$ cat config.mk
export PLATFORM = sky130hd
export DESIGN_NAME = packed_section_deframe_decrypt
export DESIGN_NICKNAME = d
export VERILOG_FILES = /design/src/psdd_pkg.sv /design/src/psdd_in_stage.sv /design/src/psdd_core.sv /design/src/psdd_out_stage.sv /design/src/packed_section_deframe_decrypt.sv
export VERILOG_INCLUDE_DIRS = /design/src /design/src/src
export SDC_FILE = /design/constraint.sdc
export NUM_CORES = 1
export LEC_CHECK = 0
export ABC_CLOCK_PERIOD_IN_PS = 5700
export BUFFER_PORTS_ARGS = -buffer_cell sky130_fd_sc_hd__buf_2
export CAP_MARGIN = 20
export CORE_MARGIN = 2
export CORE_UTILIZATION = 40
export CTS_BUF_LIST = sky130_fd_sc_hd__clkbuf_2
export CTS_CLUSTER_DIAMETER = 100
export DETAILED_ROUTE_END_ITERATION = 8
export REMOVE_ABC_BUFFERS = 1
export SKIP_LAST_GASP = 1
export SYNTH_ARGS = -nofsm -noshare
export SYNTH_HDL_FRONTEND = slang
export SYNTH_SLANG_ARGS = --single-unit
export TNS_END_PERCENT = 5
$ cat constraint.sdc
create_clock -name clock -period 5.7 [get_ports clock]
set_clock_uncertainty 0.1 [all_clocks]
set_input_delay 0.855 -clock clock [delete_from_list [all_inputs] [get_ports clock]]
set_output_delay 0.855 -clock clock [all_outputs]
set_load 0.01 [all_outputs]
$ cat src/packed_section_deframe_decrypt_assert.svh
// Assertion macros used by the core of the section deframer.
// Each macro builds one labeled concurrent assertion clocked on the rising edge.
`ifndef PACKED_SECTION_DEFRAME_DECRYPT_ASSERT_SVH
`define PACKED_SECTION_DEFRAME_DECRYPT_ASSERT_SVH

`ifndef SYNTHESIS

// Same-cycle implication: cons must hold whenever ante holds.
`define PSDD_ASSERT_NOW(lbl, clk, rst, ante, cons, msg) \
   lbl: assert property (@(posedge clk) disable iff (rst) (ante) |-> (cons)) \
      else $error(msg);

// Next-cycle implication: cons must hold in the cycle after ante.
`define PSDD_ASSERT_NEXT(lbl, clk, rst, ante, cons, msg) \
   lbl: assert property (@(posedge clk) disable iff (rst) (ante) |=> (cons)) \
      else $error(msg);

`else

`define PSDD_ASSERT_NOW(lbl, clk, rst, ante, cons, msg)
`define PSDD_ASSERT_NEXT(lbl, clk, rst, ante, cons, msg)

`endif

`endif

$ cat src/psdd_pkg.sv
`default_nettype none

package psdd_pkg;

   localparam logic [31:0] SIG_RESET = 32'h204B_5043;
   localparam logic [7:0]  KEY_INIT  = 8'h5F;   // low byte of 0x655F
   localparam logic [7:0]  KEY_MULT  = 8'h15;   // low byte of 0x4115
   localparam logic [3:0]  SIG_LAST  = 4'd3;    // last signature byte
   localparam logic [3:0]  HDR_LAST  = 4'd15;   // last header byte

   typedef enum logic [1:0] {
      PH_IDLE    = 2'd0,
      PH_HEADER  = 2'd1,
      PH_PAYLOAD = 2'd2
   } phase_type;

   typedef enum logic [1:0] {
      KIND_HEADER  = 2'd0,
      KIND_DATA    = 2'd1,
      KIND_BADSIG  = 2'd2,
      KIND_IGNORED = 2'd3
   } kind_type;

   typedef struct packed {
      logic       start_section;
      logic [7:0] in_byte;
   } item_type;

   typedef struct packed {
      kind_type   kind;
      logic       last;
      logic [7:0] out_byte;
   } result_type;

endpackage

`default_nettype wire

$ cat src/psdd_in_stage.sv
`default_nettype none

module psdd_in_stage
   import psdd_pkg::*;
(
   input  wire logic     clock,
   input  wire logic     reset,
   input  wire logic     req_tvalid,
   output logic          req_tready,
   input  wire item_type req_item,
   input  wire logic     fwd_ready,
   output logic          item_valid,
   output item_type      item
);

   logic     valid_ff;
   logic     valid_in;
   item_type item_ff;

   assign req_tready = !valid_ff || fwd_ready;
   assign valid_in   = (req_tvalid && req_tready) || (valid_ff && !fwd_ready);

   always_ff @(posedge clock) begin
      if (reset) begin
         valid_ff <= 1'b0;
      end else begin
         valid_ff <= valid_in;
      end
   end

   // hold the item while the core is stalled
   always_ff @(posedge clock) begin
      if (req_tvalid && req_tready) begin
         item_ff <= req_item;
      end
   end

   assign item_valid = valid_ff;
   assign item       = item_ff;

endmodule

`default_nettype wire

$ cat src/psdd_core.sv
`default_nettype none

`include "packed_section_deframe_decrypt_assert.svh"

module psdd_core
   import psdd_pkg::*;
(
   input  wire logic        clock,
   input  wire logic        reset,
   input  wire logic        csr_wr_en,
   input  wire logic [31:0] csr_wr_data,
   input  wire logic        step,
   input  wire item_type    item,
   output result_type       result
);

   logic [31:0] expected_ff;
   phase_type   phase_ff, phase_in, phase_v;
   logic [3:0]  pos_ff, pos_in, pos_v;
   logic [31:0] sig_ff, sig_in, sig_v;
   logic [31:0] flag_ff, flag_in, flag_v;
   logic [31:0] rem_ff, rem_in, rem_v;
   logic [7:0]  key_ff, key_in, key_v;
   logic [4:0]  lane_shift;

   assign lane_shift = {pos_v[1:0], 3'b000};

   always_comb begin
      // a start marker aborts any section in progress
      phase_v = phase_ff;
      pos_v   = pos_ff;
      sig_v   = sig_ff;
      flag_v  = flag_ff;
      rem_v   = rem_ff;
      key_v   = key_ff;
      if (item.start_section) begin
         phase_v = PH_HEADER;
         pos_v   = '0;
         sig_v   = '0;
         flag_v  = '0;
         rem_v   = '0;
         key_v   = KEY_INIT;
      end

      phase_in        = phase_v;
      pos_in          = pos_v;
      sig_in          = sig_v;
      flag_in         = flag_v;
      rem_in          = rem_v;
      key_in          = key_v;
      result.kind     = KIND_IGNORED;
      result.last     = 1'b0;
      result.out_byte = '0;

      unique case (phase_v)
         PH_HEADER: begin
            result.kind = KIND_HEADER;
            case (pos_v[3:2])
               2'b00: begin
                  sig_in = {item.in_byte, sig_v[31:8]};
                  if (pos_v == SIG_LAST && sig_in != expected_ff) begin
                     result.kind = KIND_BADSIG;
                     phase_in    = PH_IDLE;
                  end
               end
               2'b01:   flag_in = flag_v | (32'(item.in_byte) << lane_shift);
               2'b10:   rem_in  = rem_v | (32'(item.in_byte) << lane_shift);
               default: ;
            endcase
            if (phase_in == PH_HEADER) begin
               if (pos_v == HDR_LAST) begin
                  key_in = KEY_INIT;
                  pos_in = '0;
                  if (rem_v == '0) begin
                     result.last = 1'b1;
                     phase_in    = PH_IDLE;
                  end else begin
                     phase_in = PH_PAYLOAD;
                  end
               end else begin
                  pos_in = pos_v + 4'd1;
               end
            end
         end
         PH_PAYLOAD: begin
            result.kind     = KIND_DATA;
            result.out_byte = (flag_v == '0) ? (item.in_byte ^ key_v) : item.in_byte;
            key_in          = 8'(key_v * KEY_MULT);
            rem_in          = rem_v - 32'd1;
            if (rem_in == '0) begin
               result.last = 1'b1;
               phase_in    = PH_IDLE;
            end
         end
         default: phase_in = PH_IDLE;
      endcase
   end

   always_ff @(posedge clock) begin
      if (reset) begin
         expected_ff <= SIG_RESET;
      end else if (csr_wr_en) begin
         expected_ff <= csr_wr_data;
      end
   end

   always_ff @(posedge clock) begin
      if (reset) begin
         phase_ff <= PH_IDLE;
         pos_ff   <= '0;
         sig_ff   <= '0;
         flag_ff  <= '0;
         rem_ff   <= '0;
         key_ff   <= KEY_INIT;
      end else if (step) begin
         phase_ff <= phase_in;
         pos_ff   <= pos_in;
         sig_ff   <= sig_in;
         flag_ff  <= flag_in;
         rem_ff   <= rem_in;
         key_ff   <= key_in;
      end
   end

   `PSDD_ASSERT_NOW(a_payload_has_bytes, clock, reset, phase_ff == PH_PAYLOAD, rem_ff != '0, "payload phase with no bytes left")
   `PSDD_ASSERT_NOW(a_zero_unless_data, clock, reset, result.kind != KIND_DATA, result.out_byte == '0, "nonzero byte on a non-data result")
   `PSDD_ASSERT_NEXT(a_last_goes_idle, clock, reset, step && result.last, phase_ff == PH_IDLE, "section end did not return to idle")
   `PSDD_ASSERT_NEXT(a_badsig_goes_idle, clock, reset, step && result.kind == KIND_BADSIG, phase_ff == PH_IDLE, "signature mismatch did not return to idle")

endmodule

`default_nettype wire

$ cat src/psdd_out_stage.sv
`default_nettype none

module psdd_out_stage
   import psdd_pkg::*;
(
   input  wire logic       clock,
   input  wire logic       reset,
   input  wire logic       res_valid,
   input  wire result_type res,
   output logic            res_ready,
   output logic            rsp_tvalid,
   input  wire logic       rsp_tready,
   output result_type      rsp_res
);

   logic       valid_ff;
   logic       valid_in;
   result_type res_ff;

   assign res_ready = !valid_ff || rsp_tready;
   assign valid_in  = res_valid || (valid_ff && !rsp_tready);

   always_ff @(posedge clock) begin
      if (reset) begin
         valid_ff <= 1'b0;
      end else begin
         valid_ff <= valid_in;
      end
   end

   always_ff @(posedge clock) begin
      if (res_valid && res_ready) begin
         res_ff <= res;
      end
   end

   assign rsp_tvalid = valid_ff;
   assign rsp_res    = res_ff;

endmodule

`default_nettype wire

$ cat src/packed_section_deframe_decrypt.sv
// Channel   Direction  tdata (low bit up)  tuser            tlast
// req_      in         in_byte[7:0]        start_section    -
// rsp_      out        out_byte[7:0]       kind[1:0]        last_of_section
// csr_      in         expected_signature  -                -
//
// One byte per cycle sustained while rsp_tready stays high: every accepted byte leaves as one result.
// A byte goes from the input register to the result register; the header
// parser and key update sit between them as one step of logic.
// Synchronous active-high reset restores the signature to 0x204B5043; the parser goes idle.
// A stall on rsp_ backs up through the result and input registers in turn;
// req_tready falls only when both are full and rsp_tready is low.
`default_nettype none

module packed_section_deframe_decrypt
   import psdd_pkg::*;
(
   input  wire logic        clock,
   input  wire logic        reset,

   input  wire logic        csr_wr_en,
   input  wire logic [31:0] csr_wr_data,   // expected_signature[31:0]

   input  wire logic        req_tvalid,
   output logic             req_tready,
   input  wire logic [7:0]  req_tdata,     // in_byte[7:0]
   input  wire logic        req_tuser,     // start_section

   output logic             rsp_tvalid,
   input  wire logic        rsp_tready,
   output logic [7:0]       rsp_tdata,     // out_byte[7:0]
   output logic [1:0]       rsp_tuser,     // kind[1:0]
   output logic             rsp_tlast      // last_of_section
);

   item_type   req_item;
   item_type   item;
   logic       item_valid;
   logic       fwd_ready;
   logic       step;
   result_type result;
   result_type rsp_res;

   assign req_item.in_byte       = req_tdata;
   assign req_item.start_section = req_tuser;

   // input register: hold the next byte until the result register frees up
   psdd_in_stage u_in (
      .clock      (clock),
      .reset      (reset),
      .req_tvalid (req_tvalid),
      .req_tready (req_tready),
      .req_item   (req_item),
      .fwd_ready  (fwd_ready),
      .item_valid (item_valid),
      .item       (item)
   );

   // advance the parser only when a byte moves into the result register
   assign step = item_valid && fwd_ready;

   // header parse, signature check and payload descramble
   psdd_core u_core (
      .clock       (clock),
      .reset       (reset),
      .csr_wr_en   (csr_wr_en),
      .csr_wr_data (csr_wr_data),
      .step        (step),
      .item        (item),
      .result      (result)
   );

   // result register: parts the response side from the parser
   psdd_out_stage u_out (
      .clock      (clock),
      .reset      (reset),
      .res_valid  (step),
      .res        (result),
      .res_ready  (fwd_ready),
      .rsp_tvalid (rsp_tvalid),
      .rsp_tready (rsp_tready),
      .rsp_res    (rsp_res)
   );

   assign rsp_tdata = rsp_res.out_byte;
   assign rsp_tuser = rsp_res.kind;
   assign rsp_tlast = rsp_res.last;

endmodule

`default_nettype wire

==> results of run 1 <==
## layout make-up
type | instances | area [µm²]
Fill cell | 2217 | 12200
Multi-Input combinational cell | 813 | 5000
Sequential cell | 156 | 3320
Timing Repair Buffer | 80 | 458
Tap cell | 280 | 350
Clock inverter | 15 | 155
Inverter | 39 | 146
Clock buffer | 17 | 85.1
Antenna cell | 1 | 2.50
## state kept, by name, summed over array words and instances (netlist names), 2 cells and up
name / count
u_in.item: 9
u_core.key_ff: 8
u_out.rsp_res: 11
u_core.sig_ff: 24
u_core.pos_ff: 4
u_core.phase_ff: 2
u_core.rem_ff: 32
u_core.expected_ff: 32
u_core.flag_ff: 32
## layer usage
| metal | up-vias | part of all wire | track usage |
|---|---|---|---|
| met5 | - | 0 | 0 |
| met4 | 0 | 0.028 | 0.0882 |
| met3 | 69 | 0.080 | 0.0410 |
| met2 | 410 | 0.45 | 0.368 |
| met1 | 3976 | 0.44 | 0.312 |
| li1 | 3986 | - | - |
## worst min-delay path: cells and delay by family
kind                   cells  cell delay (ns)
buffers and inverters      1             0.08
and+or+nand+nor            1             0.06
muxes                      1             0.05
## worst max-delay path by stage
stage,startpoint,end,slack [ns],cells past startpoint
detailed placement,u_in.item[8],u_core.key_ff[7],2.07,14
finish,u_in.item[8],u_core.key_ff[7],1.98,14
global placement,u_in.item[8],u_core.key_ff[7],2.11,14
floorplan,u_in.item[8],u_core.pos_ff[2],0.95,10
CTS,u_in.item[8],u_core.key_ff[7],2.01,14
global route,u_in.item[8],u_core.key_ff[7],1.76,14
## cells by family after synthesis
kind of cell    Yosys count  synth area share
simple gates            421             0.237
compound gates          307             0.232
flops                   156             0.377
buf+inv                 122            0.0559
mux                      35            0.0398
xor+xnor                 32            0.0318
fa+ha+maj                18            0.0273
## synth_stat cells, drive strengths merged, types with 21 or more instances
| cell | instances | share of area |
|---|---|---|
| a21oi | 69 | 0.040 |
| a22oi | 71 | 0.060 |
| clkbuf | 65 | 0.028 |
| dfxtp | 136 | 0.31 |
| inv | 39 | 0.017 |
| mux2i | 35 | 0.040 |
| nand2 | 71 | 0.030 |
| nor2 | 186 | 0.079 |
| nor3 | 28 | 0.016 |
| nor4 | 27 | 0.025 |
| o21ai | 69 | 0.041 |
| xnor2 | 21 | 0.021 |
## per-stage QoR
step	worst slack (ns)	hold WS [ns]	util
4_1_cts	2.01	0.102	0.437
2_1_floorplan	0.950	0.333	-
3_3_place_gp	2.11	0.360	0.426
6_report	1.98	0.165	0.438
3_5_place_dp	2.07	0.370	0.426
5_1_grt	1.76	0.103	0.438
## power breakdown
part	switching [mW]	internal, mW
combinational	0.254	0.151
sequential	0.0460	1.15
clock	0.462	0.177
total	0.761	1.48
==> impl_metrics.xml, run 1 <==
<?xml version="1.0" encoding="UTF-8"?>
<metrics>
  <group name="run_status">
    <metric name="run_status" unit="">completed</metric>
  </group>
  <group name="worst_setup_path">
    <metric name="cp.buffers_inverters" unit="">4</metric>
    <metric name="cp.arrival" unit="ns">4.26</metric>
    <metric name="max_stage_delay" unit="ns">0.60</metric>
    <metric name="worst_ep_required_time" unit="ns">6.24</metric>
    <metric name="reg2regPathDepth" unit="">14</metric>
    <metric name="critical_path.top_delay_family" unit="">adder cells</metric>
    <metric name="r2r_end" unit="">u_core.key_ff[7]</metric>
    <metric name="cp-end-kind" unit="">flip-flop</metric>
    <metric name="path_max_fanout" unit="">49</metric>
    <metric name="timing_worst_setup_path_type" unit="">flip-flop to flip-flop</metric>
    <metric name="cp_slowest_cell" unit="">sky130_fd_sc_hd__edfxtp_1</metric>
    <metric name="minimum_setup_slack_among_reg_to_reg_paths" unit="ns">1.98</metric>
    <metric name="setup.worst_path.start_class" unit="">flip-flop</metric>
    <metric name="worst_r2r_startpoint" unit="">u_in.item[8]</metric>
    <metric name="path_cells" unit="">buf_4, nor2_1, inv_1, ha_1, ha_1, inv_1, fa_1, inv_1, ha_1, a21oi_1, xnor2_1, xnor2_1, a32oi_1, nor2_1</metric>
  </group>
  <group name="cells_and_area">
    <metric name="synthToLayoutAreaGrowth" unit="%">8.04</metric>
    <metric name="mostFrequentLayoutCell" unit="">sky130_fd_sc_hd__nor2_1</metric>
    <metric name="finalInstanceArea" unit="µm²">9520</metric>
    <metric name="nNetsFinal" unit="">1171</metric>
    <metric name="layout_common_cells" unit="">sky130_fd_sc_hd__nor2_1, sky130_fd_sc_hd__dfxtp_1, sky130_fd_sc_hd__nand2_1, sky130_fd_sc_hd__a22oi_1, sky130_fd_sc_hd__a21oi_1</metric>
    <metric name="post_layout_nonfiller_instances" unit="">1401</metric>
    <metric name="drive_above_1_share" unit="">0.125</metric>
  </group>
  <group name="clock_tree">
    <metric name="worst_setup_hold_path_clk_slew" unit="ns">0.28</metric>
    <metric name="cts-buffers-inserted" unit="">17</metric>
    <metric name="insertion_delay" unit="ns">0.77</metric>
    <metric name="cts-hold-fix-buffers" unit="">0</metric>
    <metric name="ctsRootBufferMaster" unit="">sky130_fd_sc_hd__clkbuf_2</metric>
    <metric name="setup_bufs_post_cts" unit="">0</metric>
    <metric name="cts_sinks" unit="">156</metric>
    <metric name="htreeDepth" unit="">4</metric>
    <metric name="tritoncts" unit="">done</metric>
    <metric name="post_cts_resize_count" unit="">0</metric>
    <metric name="clk_path_buf_depth" unit="">2</metric>
  </group>
  <group name="placed_design">
    <metric name="placement.cell_area" unit="µm²">9270</metric>
    <metric name="dp_hpwl" unit="mm">17.7</metric>
    <metric name="gpl.final_weighted_congestion" unit="">0.907</metric>
    <metric name="io_buffer_count" unit="">58</metric>
    <metric name="placed_cells_incl_taps" unit="">1367</metric>
  </group>
  <group name="logic_synthesis">
    <metric name="ys_seq_area_frac" unit="">0.377</metric>
    <metric name="post_synth_num_cell_types" unit="">78</metric>
    <metric name="yosys_register_bits" unit="">156</metric>
    <metric name="synthesis.area_per_instance" unit="µm²">8.08</metric>
    <metric name="synth_edf_count" unit="">20</metric>
    <metric name="synth_top_flop_cell" unit="">sky130_fd_sc_hd__dfxtp_1</metric>
    <metric name="syn-instance-count" unit="">1091</metric>
    <metric name="synthArstFlopShare" unit="">0</metric>
    <metric name="synth-warning-count" unit="">0</metric>
    <metric name="syn-cell-area" unit="µm²">8810</metric>
  </group>
  <group name="sta">
    <metric name="final-hold-violation-count" unit="">0</metric>
    <metric name="finalCritPeriodShare" unit="">0.653</metric>
    <metric name="timing.max_slew.rel_slack" unit="">0.289</metric>
    <metric name="worst_pin_slew" unit="ns">1.07</metric>
    <metric name="finalSetupViolCount" unit="">0</metric>
    <metric name="max_freq" unit="MHz">269</metric>
    <metric name="final-max-slew-violation-count" unit="">0</metric>
    <metric name="post-route-min-period" unit="ns">3.72</metric>
    <metric name="final.setup.tns" unit="ns">0</metric>
    <metric name="rsz0062_at_grt" unit="">no</metric>
  </group>
  <group name="worst_hold_path">
    <metric name="min-delay-start" unit="">csr_wr_data[17]</metric>
    <metric name="min_path_type" unit="">input pin to flip-flop</metric>
    <metric name="hold-path-cell-count" unit="">3</metric>
    <metric name="whs_endpoint" unit="">u_core.expected_ff[17]</metric>
  </group>
  <group name="die">
    <metric name="placeableCoreArea" unit="µm²">21800</metric>
    <metric name="die_outline_area" unit="µm²">23200</metric>
    <metric name="die-height" unit="µm">152</metric>
    <metric name="floorplan.rows" unit="">54</metric>
    <metric name="io_pins" unit="">59</metric>
    <metric name="die_w" unit="µm">152</metric>
    <metric name="initial_standard_cell_utilization_of_the_core" unit="">0.405</metric>
  </group>
  <group name="drt">
    <metric name="post-route-drc-count" unit="">0</metric>
    <metric name="first_iter_violations" unit="">804</metric>
    <metric name="vias_per_cell" unit="">6.02</metric>
    <metric name="num_vias" unit="">8441</metric>
    <metric name="wirelength" unit="mm">27.1</metric>
    <metric name="drtPass1Iterations" unit="">8</metric>
    <metric name="postRouteAntennaNets" unit="">0</metric>
    <metric name="routedWlPerCell" unit="µm">19.3</metric>
  </group>
  <group name="global_routing">
    <metric name="globalRoute.totalOverflow" unit="">0</metric>
    <metric name="grt_start_max_net_pins" unit="">92</metric>
    <metric name="initial_antenna_violation_count" unit="">1</metric>
    <metric name="grt_pass1_wl" unit="mm">43.3</metric>
    <metric name="track_usage" unit="">0.230</metric>
    <metric name="first_global_vias" unit="">7849</metric>
  </group>
  <group name="power_and_ir_drop">
    <metric name="ir_drop" unit="µV">128</metric>
    <metric name="pwr_dens" unit="nW/µm²">235</metric>
    <metric name="total_leakage_power" unit="nW">3.62</metric>
    <metric name="fin_total_pwr" unit="mW">2.24</metric>
  </group>
  <group name="job">
    <metric name="max_cap_viol_count" unit="">0</metric>
  </group>
</metrics>
Note: power is estimated with default switching activity, not from simulation.
==> run 2: changes to the inputs <==
- ABC_CLOCK_PERIOD_IN_PS: 5700 -> 3200
- clock period: 5.7 -> 3.2 ns (I/O delays scaled with it)
==> run 2 against run 1 <==
Total power up 82%. Sequential share of layout area is 2.7 points lower. First-iteration DRC count is 1.7% lower. Non-clock buffer count grew 83. Maximum frequency rose by 21%. Final cell count rose by 5.9%. Clock power is 77% higher. Register-to-register slack got worse by 1.9 ns. Count of clock-buffer cells in the layout is 2 higher. Critical endpoint is now u_out.rsp_res[8]. Largest cell class unchanged.
==> impl_metrics.xml, run 2 (same netlist as run 1, synthesis figures left out) <==
<?xml version="1.0" encoding="UTF-8"?>
<metrics>
  <group name="clock_tree">
    <metric name="htreeDepth" unit="">4</metric>
    <metric name="setup_bufs_post_cts" unit="">0</metric>
    <metric name="cts_sinks" unit="">156</metric>
    <metric name="clk_path_buf_depth" unit="">2</metric>
    <metric name="ctsRootBufferMaster" unit="">sky130_fd_sc_hd__clkbuf_2</metric>
    <metric name="cts-buffers-inserted" unit="">17</metric>
    <metric name="tritoncts" unit="">done</metric>
    <metric name="insertion_delay" unit="ns">0.73</metric>
    <metric name="worst_setup_hold_path_clk_slew" unit="ns">0.25</metric>
  </group>
  <group name="cells_and_area">
    <metric name="postLayoutCoreUtil" unit="">0.474</metric>
    <metric name="top_regs" unit="">u_core.expected_ff: 32 flops, u_core.flag_ff: 32 flops, u_core.rem_ff: 32 flops</metric>
    <metric name="synthToLayoutAreaGrowth" unit="%">17.1</metric>
    <metric name="layout_common_cells" unit="">sky130_fd_sc_hd__nor2_1, sky130_fd_sc_hd__dfxtp_1, sky130_fd_sc_hd__nand2_1, sky130_fd_sc_hd__a22oi_1, sky130_fd_sc_hd__a21oi_1</metric>
    <metric name="post_layout_nonfiller_instances" unit="">1483</metric>
    <metric name="number_of_fill_cells" unit="">2141</metric>
    <metric name="mostFrequentLayoutCell" unit="">sky130_fd_sc_hd__nor2_1</metric>
    <metric name="nNetsFinal" unit="">1254</metric>
    <metric name="drive_above_1_share" unit="">0.156</metric>
    <metric name="finalInstanceArea" unit="µm²">10300</metric>
  </group>
  <group name="worst_hold_path">
    <metric name="min_path_type" unit="">input pin to flip-flop</metric>
  </group>
  <group name="placed_design">
    <metric name="dpl_worst_slack" unit="ns">0.0540</metric>
    <metric name="io_buffer_count" unit="">58</metric>
    <metric name="placed_cells_incl_taps" unit="">1407</metric>
    <metric name="placement.cell_area" unit="µm²">9580</metric>
    <metric name="gpl.final_weighted_congestion" unit="">0.971</metric>
    <metric name="dp_hpwl" unit="mm">18.7</metric>
  </group>
  <group name="die">
    <metric name="initial_standard_cell_utilization_of_the_core" unit="">0.405</metric>
    <metric name="die_w" unit="µm">152</metric>
    <metric name="floorplan.rows" unit="">54</metric>
    <metric name="die_outline_area" unit="µm²">23200</metric>
    <metric name="placeableCoreArea" unit="µm²">21800</metric>
    <metric name="die-height" unit="µm">152</metric>
    <metric name="io_pins" unit="">59</metric>
  </group>
  <group name="drt">
    <metric name="routedWlPerCell" unit="µm">19.1</metric>
    <metric name="num_vias" unit="">8723</metric>
    <metric name="drtPass1Iterations" unit="">7</metric>
    <metric name="wirelength" unit="mm">28.3</metric>
    <metric name="vias_per_cell" unit="">5.88</metric>
    <metric name="first_iter_violations" unit="">790</metric>
    <metric name="post-route-drc-count" unit="">0</metric>
    <metric name="postRouteAntennaNets" unit="">0</metric>
  </group>
  <group name="worst_setup_path">
    <metric name="critical_path.top_delay_family" unit="">simple AND/OR/NAND/NOR gates</metric>
    <metric name="path_max_fanout" unit="">9</metric>
    <metric name="r2r_end" unit="">u_out.rsp_res[8]</metric>
    <metric name="cp_slowest_cell" unit="">sky130_fd_sc_hd__or4b_2</metric>
    <metric name="cp.buffers_inverters" unit="">3</metric>
    <metric name="path_cells" unit="">buf_6, inv_4, nand2_1, inv_1, ha_1, or4b_2, a21oi_2, nand4_1, nor4b_2, and4b_1, nand4_1, o32a_1, nor2_1</metric>
    <metric name="critical_path_cell_count" unit="">13</metric>
    <metric name="setup.worst_path.start_class" unit="">flip-flop</metric>
    <metric name="timing_worst_setup_path_type" unit="">flip-flop to flip-flop</metric>
    <metric name="worst_setup_path_endpoint" unit="">u_out.rsp_res[8]</metric>
    <metric name="startpoint" unit="">u_in.item[8]</metric>
    <metric name="max_stage_delay" unit="ns">0.60</metric>
    <metric name="path_common_cell" unit="">sky130_fd_sc_hd__nand4_1</metric>
    <metric name="minimum_setup_slack_among_reg_to_reg_paths" unit="ns">0.12</metric>
    <metric name="cp-end-kind" unit="">flip-flop</metric>
    <metric name="reg2regPathDepth" unit="">13</metric>
    <metric name="worst_ep_required_time" unit="ns">3.69</metric>
    <metric name="worst_r2r_startpoint" unit="">u_in.item[8]</metric>
    <metric name="cp.arrival" unit="ns">3.56</metric>
  </group>
  <group name="global_routing">
    <metric name="track_usage" unit="">0.237</metric>
    <metric name="grt_start_max_net_pins" unit="">117</metric>
    <metric name="first_global_vias" unit="">8137</metric>
    <metric name="initial_antenna_violation_count" unit="">1</metric>
    <metric name="globalRoute.totalOverflow" unit="">0</metric>
    <metric name="grt_pass1_wl" unit="mm">44.3</metric>
  </group>
  <group name="sta">
    <metric name="max_freq" unit="MHz">325</metric>
    <metric name="final_critical_path_setup_slack" unit="ns">0.124</metric>
    <metric name="rsz0062_at_grt" unit="">yes</metric>
    <metric name="final-max-slew-violation-count" unit="">0</metric>
    <metric name="timing.max_slew.rel_slack" unit="">0.357</metric>
    <metric name="hold-worst-slack" unit="ns">0.154</metric>
    <metric name="post-route-min-period" unit="ns">3.08</metric>
    <metric name="finalCritPeriodShare" unit="">0.961</metric>
    <metric name="final-hold-violation-count" unit="">0</metric>
    <metric name="worst_pin_slew" unit="ns">0.965</metric>
    <metric name="final.setup.tns" unit="ns">0</metric>
    <metric name="finalSetupViolCount" unit="">0</metric>
  </group>
  <group name="power_and_ir_drop">
    <metric name="ir_drop" unit="µV">241</metric>
    <metric name="fin_total_pwr" unit="mW">4.09</metric>
    <metric name="total_leakage_power" unit="nW">4.00</metric>
    <metric name="pwr_dens" unit="nW/µm²">396</metric>
  </group>
  <group name="run_status">
    <metric name="run_status" unit="">completed</metric>
  </group>
  <group name="job">
    <metric name="max_cap_viol_count" unit="">0</metric>
  </group>
</metrics>
-- run 2: cell types whose count changed in the layout (fill, tap and decap cells not counted), sizes merged --
| cell | previous run | this run |
|---|---|---|
| clkinv | 7 | 4 |
| dlygate4sd3 | 0 | 44 |
| inv | 46 | 44 |
| clkbuf | 18 | 19 |
| clkinvlp | 0 | 1 |
| bufinv | 1 | 2 |
| buf | 79 | 119 |
-- run 2: repair_timing --
action | CTS | global route
hold buffers | 44 | 0
gates resized for setup | 1 | 11
endpoints found under the hold margin | 43 | 0
endpoints found under the setup margin | 1 | 17
pin swaps | 0 | 2
gates cloned | 0 | 0
-- run 2: power by group --
part / switching (mW) / total (mW) / internal [mW]
Clock: 0.757 / 1.13 / 0.374
Combinational: 0.491 / 0.837 / 0.346
Sequential: 0.0692 / 2.12 / 2.05
Total: 1.32 / 4.09 / 2.77
-- run 2: how the worst min path moves through the flow --
stage | start | end | slack [ns] | depth (start not counted)
after global placement | u_core.key_ff[1] | u_core.key_ff[1] | 0.36 | 2
after detailed placement | u_core.key_ff[1] | u_core.key_ff[1] | 0.36 | 2
after CTS | reset | u_core.expected_ff[20] | 0.13 | 3
after floorplan | u_core.key_ff[0] | u_core.key_ff[0] | 0.33 | 2
after global routing | reset | u_core.expected_ff[2] | 0.12 | 3
final | reset | u_core.expected_ff[2] | 0.15 | 3
-- run 2: area by class of cell --
class	count	area (µm²)	area share
clock inverters	12	139	0.0135
diodes	1	2.50	0.000243
multi-input cells	813	5050	0.490
clock buffers	19	95.1	0.00922
repair buffers	163	1210	0.117
well taps	280	350	0.0340
inverters	39	149	0.0144
flip-flops and latches	156	3320	0.322
-- run 2: routing by layer --
metal	track usage	share of wire
met4	0.0732	0.022
met2	0.375	0.46
met1	0.327	0.45
met5	0	0
met3	0.0495	0.071
-- run 2: worst min-delay path, cell delays in order --
cell and delay, ns:
sky130_fd_sc_hd__buf_4 0.12, sky130_fd_sc_hd__buf_12 0.21, sky130_fd_sc_hd__nor2_1 0.14
